`src/ble_anc_pkg.sv`:
```
// Shared types and constants of the connection anchor scheduler.
`timescale 1ns / 1ps
`default_nettype none

package ble_anc_pkg;

  localparam int unsigned TICK_W    = 25;
  localparam int unsigned DIV_W     = 36;
  localparam int unsigned DIV_CNT_W = 6;
  localparam int unsigned CFG_W     = 25;
  localparam int unsigned CFG_IDX_W = 3;

  localparam logic [19:0] PS_PER_US      = 20'd1000000;
  localparam logic [24:0] TICK_PS_RESET  = 25'd30517578;

  localparam logic [DIV_CNT_W-1:0] DIV_BITS_DRIFT = 6'd36;
  localparam logic [DIV_CNT_W-1:0] DIV_BITS_ADV   = 6'd26;
  localparam logic [DIV_CNT_W-1:0] DIV_BITS_START = 6'd25;

  typedef enum logic [CFG_IDX_W-1:0] {
    CFG_INTERVAL_TICKS,
    CFG_INTERVAL_REM_PS,
    CFG_TICK_PERIOD_PS,
    CFG_WIDEN_STEP_US,
    CFG_WIDEN_LIMIT_US,
    CFG_TIMEOUT_TICKS,
    CFG_GUARD_US,
    CFG_EXPECTED_S2A_US
  } cfg_idx_e;

  typedef enum logic [2:0] {
    ST_IDLE,
    ST_DISPATCH,
    ST_START_WAIT,
    ST_DRIFT_ADD,
    ST_DRIFT_WAIT,
    ST_ADV_START,
    ST_ADV_WAIT,
    ST_DONE
  } state_e;

  typedef struct packed {
    logic                 start;
    logic [DIV_CNT_W-1:0] bits;
  } div_ctrl_t;

  typedef struct packed {
    logic busy;
    logic done;
  } div_stat_t;

endpackage

`default_nettype wire

```
`src/ble_anc_div.sv`:
```
// Bit-serial restoring divider for picosecond-to-tick normalization.
`timescale 1ns / 1ps
`default_nettype none

module ble_anc_div #(
  parameter int unsigned QW = 24
) (
  input  logic                             clk_i,
  input  logic                             rst_ni,
  input  ble_anc_pkg::div_ctrl_t           ctrl_i,
  input  logic [ble_anc_pkg::DIV_W-1:0]    dvd_i,
  input  logic [ble_anc_pkg::TICK_W-1:0]   dsr_i,
  output ble_anc_pkg::div_stat_t           stat_o,
  output logic [QW-1:0]                    quo_o,
  output logic [ble_anc_pkg::TICK_W-1:0]   rem_o
);
  import ble_anc_pkg::*;

  logic [DIV_W-1:0]     dvd_q;
  logic [TICK_W-1:0]    dsr_q;
  logic [TICK_W-1:0]    rem_q;
  logic [QW-1:0]        quo_q;
  logic [DIV_CNT_W-1:0] cnt_q;
  logic                 busy_q;
  logic                 done_q;

  logic [TICK_W:0] r2;
  logic [TICK_W:0] diff;
  logic            ge;

  assign r2   = {rem_q, dvd_q[DIV_W-1]};
  assign ge   = (r2 >= {1'b0, dsr_q});
  assign diff = r2 - {1'b0, dsr_q};

  always_ff @(posedge clk_i) begin
    if (ctrl_i.start) begin
      dvd_q <= dvd_i;
      dsr_q <= dsr_i;
      rem_q <= '0;
      quo_q <= '0;
    end else if (busy_q) begin
      dvd_q <= {dvd_q[DIV_W-2:0], 1'b0};
      rem_q <= ge ? diff[TICK_W-1:0] : r2[TICK_W-1:0];
      quo_q <= {quo_q[QW-2:0], ge};
    end
  end

  always_ff @(posedge clk_i or negedge rst_ni) begin
    if (!rst_ni) begin
      cnt_q  <= '0;
      busy_q <= 1'b0;
      done_q <= 1'b0;
    end else if (ctrl_i.start) begin
      cnt_q  <= ctrl_i.bits;
      busy_q <= 1'b1;
      done_q <= 1'b0;
    end else if (busy_q) begin
      cnt_q <= cnt_q - 1'b1;
      if (cnt_q == DIV_CNT_W'(1)) begin
        busy_q <= 1'b0;
        done_q <= 1'b1;
      end
    end else begin
      done_q <= 1'b0;
    end
  end

  assign stat_o.busy = busy_q;
  assign stat_o.done = done_q;
  assign quo_o       = quo_q;
  assign rem_o       = rem_q;

endmodule

`default_nettype wire

```
`src/ble_conn_anchor_scheduler.sv`:
```
// Connection anchor scheduler: sequencer, link state and result register.
// A start request runs one serial division, an event with packet two (36 and
// 26 steps), a miss one, and a timeout or a terminated link none. One request
// at a time: a new one is taken only once the last result is in the result
// register; the divider is shared by all. Reset is asynchronous, active
// low; it clears all link state and sets the tick period to 30517578 ps.
`timescale 1ns / 1ps
`default_nettype none

module ble_conn_anchor_scheduler #(
  parameter int unsigned COUNTER_BITS = 24
) (
  input  logic        clk_i,
  input  logic        rst_ni,
  input  logic        cfg_we_i,
  input  logic [2:0]  cfg_idx_i,
  input  logic [24:0] cfg_wdata_i,
  input  logic        in_valid_i,
  output logic        in_ready_o,
  input  logic        mode_i,
  input  logic [23:0] ref_rtc_i,
  input  logic [23:0] first_anchor_off_i,
  input  logic [24:0] offset_rem_ps_i,
  input  logic [13:0] tx_window_us_i,
  input  logic        rx_ok_i,
  input  logic [15:0] sync_to_addr_us_i,
  output logic        out_valid_o,
  input  logic        out_ready_i,
  output logic [23:0] anchor_rtc_o,
  output logic [24:0] anchor_rem_ps_o,
  output logic [22:0] rx_extension_us_o,
  output logic [20:0] widening_us_o,
  output logic [15:0] miss_count_o,
  output logic [15:0] max_miss_count_o,
  output logic [31:0] anchor_updates_o,
  output logic        terminated_o
);
  import ble_anc_pkg::*;

  localparam int unsigned CB = COUNTER_BITS;
  localparam int unsigned AW = (CB > 24) ? CB : 24;
  localparam int unsigned EW = (CB > 21) ? CB : 21;

  function automatic logic [20:0] grow(input logic [20:0] w, input logic [15:0] step,
                                       input logic [20:0] limit);
    logic [21:0] s;
    s = {1'b0, w} + {6'b0, step};
    return (s > {1'b0, limit}) ? limit : s[20:0];
  endfunction

  // configuration
  logic [17:0] ival_ticks_q;
  logic [24:0] ival_rem_q;
  logic [24:0] tick_ps_q;
  logic [15:0] wstep_q;
  logic [20:0] wlimit_q;
  logic [20:0] timeout_q;
  logic [7:0]  guard_q;
  logic [9:0]  exp_s2a_q;

  always_ff @(posedge clk_i or negedge rst_ni) begin
    if (!rst_ni) begin
      ival_ticks_q <= '0;
      ival_rem_q   <= '0;
      tick_ps_q    <= TICK_PS_RESET;
      wstep_q      <= '0;
      wlimit_q     <= '0;
      timeout_q    <= '0;
      guard_q      <= '0;
      exp_s2a_q    <= '0;
    end else if (cfg_we_i) begin
      unique case (cfg_idx_e'(cfg_idx_i))
        CFG_INTERVAL_TICKS:  ival_ticks_q <= cfg_wdata_i[17:0];
        CFG_INTERVAL_REM_PS: ival_rem_q   <= cfg_wdata_i;
        CFG_TICK_PERIOD_PS:  tick_ps_q    <= cfg_wdata_i;
        CFG_WIDEN_STEP_US:   wstep_q      <= cfg_wdata_i[15:0];
        CFG_WIDEN_LIMIT_US:  wlimit_q     <= cfg_wdata_i[20:0];
        CFG_TIMEOUT_TICKS:   timeout_q    <= cfg_wdata_i[20:0];
        CFG_GUARD_US:        guard_q      <= cfg_wdata_i[7:0];
        CFG_EXPECTED_S2A_US: exp_s2a_q    <= cfg_wdata_i[9:0];
      endcase
    end
  end

  logic [24:0] tick_eff;
  assign tick_eff = (tick_ps_q == '0) ? 25'd1 : tick_ps_q;

  // request latch
  logic        mode_q;
  logic [23:0] ref_q;
  logic [23:0] off_q;
  logic [24:0] off_rem_q;
  logic [13:0] win_q;
  logic        rx_ok_q;
  logic [15:0] s2a_q;

  // link state
  logic [CB-1:0] anchor_q;
  logic [24:0]   rem_q;
  logic [CB-1:0] last_rx_q;
  logic [20:0]   widen_q;
  logic [13:0]   window_q;
  logic [15:0]   miss_q;
  logic [15:0]   peak_q;
  logic [31:0]   updates_q;
  logic          ended_q;

  // working registers
  logic signed [37:0] prod_q;
  logic [CB-1:0]      base_q;
  logic               neg_q;

  // result register
  logic        out_valid_q;
  logic [23:0] o_anchor_q;
  logic [24:0] o_rem_q;
  logic [22:0] o_ext_q;
  logic [20:0] o_widen_q;
  logic [15:0] o_miss_q;
  logic [15:0] o_peak_q;
  logic [31:0] o_updates_q;
  logic        o_ended_q;

  state_e state_q, state_d;

  div_ctrl_t     div_ctrl;
  div_stat_t     div_stat;
  logic [DIV_W-1:0] div_dvd;
  logic [CB-1:0] div_quo;
  logic [24:0]   div_rem;

  ble_anc_div #(
    .QW(CB)
  ) u_div (
    .clk_i  (clk_i),
    .rst_ni (rst_ni),
    .ctrl_i (div_ctrl),
    .dvd_i  (div_dvd),
    .dsr_i  (tick_eff),
    .stat_o (div_stat),
    .quo_o  (div_quo),
    .rem_o  (div_rem)
  );

  // datapath helpers
  logic signed [16:0] drift;
  logic signed [37:0] adj;
  logic [37:0]        adj_neg;
  logic [DIV_W-1:0]   adj_mag;
  logic [25:0]        adv_sum;
  logic [15:0]        miss_next;
  logic [CB-1:0]      elapsed;
  logic               timed_out;
  logic               out_free;
  logic [CB-1:0]      drift_anchor;
  logic [24:0]        drift_rem;
  logic               rem_nz;

  assign drift     = $signed({1'b0, s2a_q}) - $signed({7'b0, exp_s2a_q});
  assign adj       = prod_q + $signed({13'b0, rem_q});
  assign adj_neg   = -adj;
  assign adj_mag   = adj[37] ? adj_neg[DIV_W-1:0] : adj[DIV_W-1:0];
  assign adv_sum   = {1'b0, rem_q} + {1'b0, ival_rem_q};
  assign miss_next = (miss_q != 16'hFFFF) ? (miss_q + 16'd1) : miss_q;
  assign elapsed   = anchor_q - last_rx_q;
  assign timed_out = (EW'(elapsed) >= EW'(timeout_q));
  assign out_free  = !out_valid_q || out_ready_i;
  assign rem_nz    = (div_rem != '0);

  always_comb begin
    if (!neg_q) begin
      drift_anchor = anchor_q + div_quo;
      drift_rem    = div_rem;
    end else begin
      drift_anchor = anchor_q - div_quo - CB'(rem_nz);
      drift_rem    = rem_nz ? (tick_eff - div_rem) : '0;
    end
  end

  // next state
  always_comb begin
    state_d = state_q;
    unique case (state_q)
      ST_IDLE:       if (in_valid_i) state_d = ST_DISPATCH;
      ST_DISPATCH: begin
        priority if (!mode_q) state_d = ST_START_WAIT;
        else if (ended_q)     state_d = ST_DONE;
        else if (rx_ok_q)     state_d = ST_DRIFT_ADD;
        else if (timed_out)   state_d = ST_DONE;
        else                  state_d = ST_ADV_START;
      end
      ST_START_WAIT: if (div_stat.done) state_d = ST_DONE;
      ST_DRIFT_ADD:  state_d = ST_DRIFT_WAIT;
      ST_DRIFT_WAIT: if (div_stat.done) state_d = ST_ADV_START;
      ST_ADV_START:  state_d = ST_ADV_WAIT;
      ST_ADV_WAIT:   if (div_stat.done) state_d = ST_DONE;
      ST_DONE:       if (out_free) state_d = ST_IDLE;
      default:       state_d = ST_IDLE;
    endcase
  end

  // sequencer outputs
  always_comb begin
    in_ready_o      = 1'b0;
    div_ctrl.start  = 1'b0;
    div_ctrl.bits   = DIV_BITS_START;
    div_dvd         = {off_rem_q, 11'b0};
    unique case (state_q)
      ST_IDLE:     in_ready_o = 1'b1;
      ST_DISPATCH: div_ctrl.start = !mode_q;
      ST_DRIFT_ADD: begin
        div_ctrl.start = 1'b1;
        div_ctrl.bits  = DIV_BITS_DRIFT;
        div_dvd        = adj_mag;
      end
      ST_ADV_START: begin
        div_ctrl.start = 1'b1;
        div_ctrl.bits  = DIV_BITS_ADV;
        div_dvd        = {adv_sum, 10'b0};
      end
      default: ;
    endcase
  end

  always_ff @(posedge clk_i or negedge rst_ni) begin
    if (!rst_ni) begin
      state_q <= ST_IDLE;
    end else begin
      state_q <= state_d;
    end
  end

  // request and working registers
  always_ff @(posedge clk_i) begin
    if (state_q == ST_IDLE && in_valid_i) begin
      mode_q    <= mode_i;
      ref_q     <= ref_rtc_i;
      off_q     <= first_anchor_off_i;
      off_rem_q <= offset_rem_ps_i;
      win_q     <= tx_window_us_i;
      rx_ok_q   <= rx_ok_i;
      s2a_q     <= sync_to_addr_us_i;
    end
    if (state_q == ST_DISPATCH) begin
      base_q <= CB'({1'b0, ref_q} + {1'b0, off_q});
      prod_q <= drift * $signed({1'b0, PS_PER_US});
    end
    if (state_q == ST_DRIFT_ADD) begin
      neg_q <= adj[37];
    end
    if (state_q == ST_ADV_START) begin
      base_q <= anchor_q + CB'(ival_ticks_q);
    end
  end

  // link state
  always_ff @(posedge clk_i or negedge rst_ni) begin
    if (!rst_ni) begin
      anchor_q  <= '0;
      rem_q     <= '0;
      last_rx_q <= '0;
      widen_q   <= '0;
      window_q  <= '0;
      miss_q    <= '0;
      peak_q    <= '0;
      updates_q <= '0;
      ended_q   <= 1'b0;
    end else begin
      unique case (state_q)
        ST_DISPATCH: begin
          if (!mode_q) begin
            last_rx_q <= CB'(ref_q);
            window_q  <= win_q;
            miss_q    <= '0;
            peak_q    <= '0;
            updates_q <= '0;
            ended_q   <= 1'b0;
          end else if (!ended_q && !rx_ok_q) begin
            miss_q <= miss_next;
            if (miss_next > peak_q) peak_q <= miss_next;
            if (timed_out) ended_q <= 1'b1;
          end
        end
        ST_START_WAIT: begin
          if (div_stat.done) begin
            anchor_q <= base_q + div_quo;
            rem_q    <= div_rem;
            widen_q  <= grow(21'd0, wstep_q, wlimit_q);
          end
        end
        ST_DRIFT_WAIT: begin
          if (div_stat.done) begin
            anchor_q  <= drift_anchor;
            rem_q     <= drift_rem;
            last_rx_q <= drift_anchor;
            updates_q <= updates_q + 32'd1;
            miss_q    <= '0;
            widen_q   <= '0;
            window_q  <= '0;
          end
        end
        ST_ADV_WAIT: begin
          if (div_stat.done) begin
            anchor_q <= base_q + div_quo;
            rem_q    <= div_rem;
            widen_q  <= grow(widen_q, wstep_q, wlimit_q);
          end
        end
        default: ;
      endcase
    end
  end

  // result register
  logic [AW-1:0] anc_ext;
  logic [21:0]   gw_sum;
  logic [23:0]   ext_sum;

  assign anc_ext = AW'(anchor_q);
  assign gw_sum  = {14'b0, guard_q} + {1'b0, widen_q};
  assign ext_sum = {1'b0, gw_sum, 1'b0} + {10'b0, window_q};

  always_ff @(posedge clk_i or negedge rst_ni) begin
    if (!rst_ni) begin
      out_valid_q <= 1'b0;
    end else if (state_q == ST_DONE && out_free) begin
      out_valid_q <= 1'b1;
    end else if (out_ready_i) begin
      out_valid_q <= 1'b0;
    end
  end

  always_ff @(posedge clk_i) begin
    if (state_q == ST_DONE && out_free) begin
      o_anchor_q  <= anc_ext[23:0];
      o_rem_q     <= rem_q;
      o_ext_q     <= ext_sum[22:0];
      o_widen_q   <= widen_q;
      o_miss_q    <= miss_q;
      o_peak_q    <= peak_q;
      o_updates_q <= updates_q;
      o_ended_q   <= ended_q;
    end
  end

  assign out_valid_o       = out_valid_q;
  assign anchor_rtc_o      = o_anchor_q;
  assign anchor_rem_ps_o   = o_rem_q;
  assign rx_extension_us_o = o_ext_q;
  assign widening_us_o     = o_widen_q;
  assign miss_count_o      = o_miss_q;
  assign max_miss_count_o  = o_peak_q;
  assign anchor_updates_o  = o_updates_q;
  assign terminated_o      = o_ended_q;

  a_div_idle_on_request: assert property (@(posedge clk_i) disable iff (!rst_ni)
    (in_valid_i && in_ready_o) |-> !div_stat.busy)
    else $error("request accepted while divider busy");

  a_div_rem_normalized: assert property (@(posedge clk_i) disable iff (!rst_ni)
    div_stat.done |-> (div_rem < tick_eff))
    else $error("divider remainder not below tick period");

  a_result_posted: assert property (@(posedge clk_i) disable iff (!rst_ni)
    (state_q == ST_DONE && out_free) |=> out_valid_o)
    else $error("finished request not posted");

  a_peak_covers_run: assert property (@(posedge clk_i) disable iff (!rst_ni)
    (state_q == ST_DONE) |-> (peak_q >= miss_q))
    else $error("miss peak below current miss run");

endmodule

`default_nettype wire
```
`config.mk`:
```
export PLATFORM = sky130hd
export DESIGN_NAME = ble_conn_anchor_scheduler
export DESIGN_NICKNAME = d
export VERILOG_FILES = /design/src/ble_anc_pkg.sv /design/src/ble_anc_div.sv /design/src/ble_conn_anchor_scheduler.sv
export SDC_FILE = /design/constraint.sdc
export NUM_CORES = 2
export LEC_CHECK = 0
export BUFFER_PORTS_ARGS = -buffer_cell sky130_fd_sc_hd__buf_4
export CORE_AREA = 2 2 298 359
export CTS_BUF_LIST = sky130_fd_sc_hd__clkbuf_4
export CTS_CLUSTER_DIAMETER = 60
export DETAILED_ROUTE_END_ITERATION = 7
export DIE_AREA = 0 0 300 361
export GPL_ROUTABILITY_DRIVEN = 0
export PLACE_DENSITY = 0.79
export SLEW_MARGIN = 25
export SYNTH_ARGS = -nofsm -noshare
export SYNTH_HDL_FRONTEND = slang
export SYNTH_HIERARCHICAL = 1
export SYNTH_SLANG_ARGS = --single-unit
```
`constraint.sdc`:
```
create_clock -name clk_i -period 9 [get_ports clk_i]
set_input_delay 0.45 -clock clk_i [delete_from_list [all_inputs] [get_ports clk_i]]
set_output_delay 0.45 -clock clk_i [all_outputs]
set_load 0.01 [all_outputs]
```
Word level (Yosys, flattened, before mapping)
Index checks and enable logic that the tools add are counted.
Cells by class
  div/mod/pow operators: 0
  $mul: 1
  reduce and logical (&&, ||, !) cells: 35
  bitwise gates (word level): 0
  shift-type cells: 0
  add/subtract/negate cells: 19
  equal/unequal tests: 28
  order comparisons: 5
  muxes and demuxes: 64
Operators by type and width (count)
  2-to-1 mux 25 bit: 6
  2-to-1 mux 24 bit: 6
  2-to-1 mux 16 bit: 7
  2-to-1 mux 36 bit: 3
  2-to-1 mux 21 bit: 5
  one-hot mux 24 bit (2 select lines): 2
  adder 24 bit: 3
  one-hot mux 36 bit (2 select lines): 1
  2-to-1 mux 32 bit: 2
  one-hot mux 32 bit (2 select lines): 1
  one-hot mux 21 bit (3 select lines): 1
  one-hot mux 25 bit (2 select lines): 1
  subtractor 25 bit: 2
  subtractor 24 bit: 2
  adder 38 x 26 -> 38 bit: 1
  negator 36 bit: 1
  adder 32 x 1 -> 32 bit, second input constant: 1
  multiplier 17 x 15 -> 32 bit, second input constant: 1
  one-hot mux 16 bit (2 select lines): 1
  2-to-1 mux 14 bit: 2
  one-hot mux 14 bit (2 select lines): 1
  adder 25 x 25 -> 26 bit: 1
  >= comparator 26 x 25 -> 1 bit: 1
  logical NOT 25 bit: 1
  39 further kinds: 99
Word-level totals
  register bits after elaboration: 759
  output and inout port bits: 160
  input bits: 138
  bits in read-only memories: 0
  word-level logic and storage cells: 196
  memories: 0
  latch bits: 0
  memory bits (writable): 0

Depth between registers and ports, before layout
  depth after elaboration: 7
  gate-level depth with buffers: 32
  mapped depth without buffers: 32

Hierarchy
Netlist, hierarchy kept.
By module, submodules not included
  ble_conn_anchor_scheduler: cells an instance 4477, seq. area each 17656.9 µm², area an instance 44752.9 µm², times used 1
  ble_anc_div: cells an instance 577, seq. area each 3012.9 µm², area an instance 6248.5 µm², times used 1

Worst setup path before layout
No wires, ideal clock.
  path kind: register to register
  start point: reg state_q[0]
  end point: reg o_rem_q[0] (netlist: anchor_rem_ps_o[0]), enable pin
  arrival: 8.509 ns
  data required time: 8.270 ns
  path buffers: 2
  cell stages (with the launch flop): 5
  clock period less this slack: 9.239 ns
  setup slack: -0.239 ns
  setup time: 0.730 ns
  path through: dfrtp_1 > buf_2 > clkbuf_1 > nand3_1 > a21oi_1
Between the ends
  cells in the longest elaborated chain, start to end: 2
RTL lines
  start: declaration: RTL line ble_conn_anchor_scheduler.sv:124  | state_e state_q, state_d;
  start signal: assignment: RTL line ble_conn_anchor_scheduler.sv:229  | state_q <= state_d;
  equality test 3 bit: RTL line ble_conn_anchor_scheduler.sv:334  | if (state_q == ST_DONE && out_free) begin
  logical AND 1 bit: RTL line ble_conn_anchor_scheduler.sv:334
  end signal: assignment: RTL line ble_conn_anchor_scheduler.sv:336  | o_rem_q <= rem_q;
  end: declaration: RTL line ble_conn_anchor_scheduler.sv:116  | logic [24:0] o_rem_q;
Every way passes these cells.
A chain may end at the register's enable or synchronous reset.

Final worst setup path
  start point: reg exp_s2a_q[1]
  end point: reg prod_q[35], data pin
Between the ends
  cells in the longest elaborated chain, start to end: 2
RTL lines
  start: declaration: RTL line ble_conn_anchor_scheduler.sv:59  | logic [9:0] exp_s2a_q;
  start signal: assignment: RTL line ble_conn_anchor_scheduler.sv:80  | CFG_EXPECTED_S2A_US: exp_s2a_q <= cfg_wdata_i[9:0];
  subtractor 16 x 10 -> 17 bit: RTL line ble_conn_anchor_scheduler.sv:159  | assign drift = $signed({1'b0, s2a_q}) - $signed({7'b0, exp_s2a_q});
  multiplier 17 x 15 -> 32 bit: RTL line ble_conn_anchor_scheduler.sv:246  | prod_q <= drift * $signed({1'b0, PS_PER_US});
  end signal: assignment: RTL line ble_conn_anchor_scheduler.sv:246
  end: declaration: RTL line ble_conn_anchor_scheduler.sv:109  | logic signed [37:0] prod_q;
Every way passes these cells.

==> flow_summary.json <==
{
  "track_usage_pct": 27.8,
  "cp_max_fo": 5,
  "startpoint_type": "flip-flop",
  "io_buffers": 297,
  "area_growth_pct": 18.4,
  "clk_pin_slew_ns": 0.08,
  "vias_per_cell": 5.88,
  "grt_pass1_wl_mm": 237,
  "ant_nets": 0,
  "hold_violations": 0,
  "worst_slew_pin_slew_ns": 0.996,
  "drt_iter0_drc": 3551,
  "num_rows": 130,
  "endpoint_kind": "flip-flop",
  "htreeDepth": 4,
  "grt_max_degree": 98,
  "cap_violations": 0,
  "rsz0062_at_grt": "false",
  "hp-class": "primary input to flip-flop",
  "status": "finished clean",
  "grt_pass1_vias": 43400,
  "slew_viol_final": 0,
  "fin_crit_ns": 7.74,
  "cts_tree": "built",
  "root_buffer": "clkbuf_4",
  "hp-start": "cfg_wdata_i[24]",
  "holdPathEnd": "tick_ps_q[24]",
  "num_io_pins": 298,
  "insertion_delay_ns": 1.19,
  "hpwl_mm": 107,
  "initial_core_util_pct": 48.8,
  "skew_ns": 0.0866,
  "synthCells": 5053,
  "setup_violations": 0,
  "drc_errors": 0,
  "cp_common_cell": "inv_1",
  "dr_total_vias": 42800,
  "slowest_delay_ns": 0.54,
  "overflow": 0,
  "numCtsBuffers": 195,
  "dieArea_mm2": 0.108,
  "drive_gt1_share_pct": 15.9,
  "synth_nets": 5783,
  "cp.required_ns": 9.91,
  "yosys_warnings": 6,
  "avgSynthCellArea_um2": 10.1,
  "avgRoutedWirePerCell_um": 20.8,
  "clockBufferDepth": 3,
  "hold_depth": 3,
  "fin_crit_sh_pct": 86.0,
  "post_cts_buffers": 0,
  "die_x_um": 300,
  "r2r-end": "prod_q[35]",
  "max_freq_ghz": 0.129,
  "worstSetupPathType": "flip-flop to flip-flop",
  "reg2reg_depth": 28,
  "cp_slowest_cell": "fa_1",
  "fin_nets": 6447,
  "cts.sinks": 759,
  "antenna_found_initial": 11,
  "arrival_ns": 8.65,
  "ff2ff_setup_slack_ns": 1.26,
  "drt_wl_total_mm": 152,
  "setup_tns_ns": 0,
  "first_pass_iters": 8,
  "fp.dieH_um": 361,
  "timing.rr.start": "exp_s2a_q[1]",
  "core-area_mm2": 0.104,
  "slew_headroom_pct": 33.6,
  "synth_area_mm2": 0.0510
}
registers in the layout, summed over array words and instances (netlist names), 25 cells and up:
| signal | count |
|---|---|
| prod_q | 32 |
| u_div/dvd_q | 36 |
| updates_q | 32 |
| u_div/rem_o | 25 |
| tick_ps_q | 25 |
| ival_rem_q | 25 |
| anchor_updates_o | 32 |
| rem_q | 25 |
| u_div/dsr_q | 25 |
| off_rem_q | 25 |
| anchor_rem_ps_o | 25 |
how the worst max path moves through the flow:
| stage | startpoint | end | slack (ns) | depth (start not counted) |
|---|---|---|---|---|
| 4_1_cts | exp_s2a_q[1] | prod_q[35] | 1.23 | 28 |
| 3_3_place_gp | exp_s2a_q[1] | prod_q[35] | 1.53 | 28 |
| 5_1_grt | exp_s2a_q[1] | prod_q[35] | 0.63 | 28 |
| 2_1_floorplan | s2a_q[0] | prod_q[35] | 1.43 | 27 |
| 3_5_place_dp | exp_s2a_q[1] | prod_q[35] | 1.26 | 28 |
| 6_report | exp_s2a_q[1] | prod_q[35] | 1.26 | 28 |
cells in the final DEF (no fill, tap or decap), types with 158 or more instances in the layout:
cell type and n:
dlygate4sd3_1 290, clkbuf_4 283, mux2_2 158, xnor2_1 213, dfrtp_1 316, nor2_1 368
edfxtp_1 381, ha_1 508, o21ai_0 275, nand2_1 317, inv_1 468, a21oi_1 298
buf_4 339
metal layers:
metal  global-route usage [%]  routed length, um
met1                     32.8              57700
met2                     46.4              71900
met3                     5.33              11400
met4                     18.1              10400
met5                        0                 46
critical path: cells and delay by family, from the launching register on:
| family | cells | cell delay (ns) |
|---|---|---|
| AND/OR/NAND/NOR | 3 | 0.80 |
| AO/OA/AOI/OAI | 10 | 2.56 |
| adder cells (fa/ha/maj) | 7 | 2.65 |
| XOR/XNOR | 2 | 0.63 |
| flip-flops | 1 | 0.40 |
| buffers and inverters | 6 | 0.45 |
metrics by stage:
| step | hold slack [ns] | instance area, um^2 | setup slack [ns] | std cells | utilization, % |
|---|---|---|---|---|---|
| 4_1_cts | 0.00479 | 60300 | 1.23 | 7272 | 57.8 |
| 2_1_floorplan | 0.154 | 51000 | 1.43 | 5053 | - |
| 3_5_place_dp | 0.451 | 54700 | 1.26 | 6613 | 52.4 |
| 3_3_place_gp | 0.437 | 54700 | 1.53 | 6611 | 52.4 |
| 5_1_grt | 0.0637 | 60400 | 0.626 | 7280 | 57.8 |
| 6_report | 0.144 | 60400 | 1.26 | 7281 | 57.8 |
what timing repair did:
action / 4_1_cts / 5_1_grt
hold buffers: 291 / 0
gates resized for setup: 0 / 0
endpoints found under the setup margin: 0 / 0
hold endpoints to repair: 448 / 0
final cells by class:
cell class | count | area, um^2
fill | 8675 | 44000
inverter | 472 | 1770
antenna | 7 | 17.5
clock buffer | 283 | 2120
multi-input combinational | 3652 | 27900
timing repair buffer | 637 | 5570
tap | 1386 | 1730
sequential | 759 | 20700
clock inverter | 85 | 544
Power is left out: the tool's default activity adds up to more than one toggle a clock period on the data nets, which glitch-free logic cannot reach.
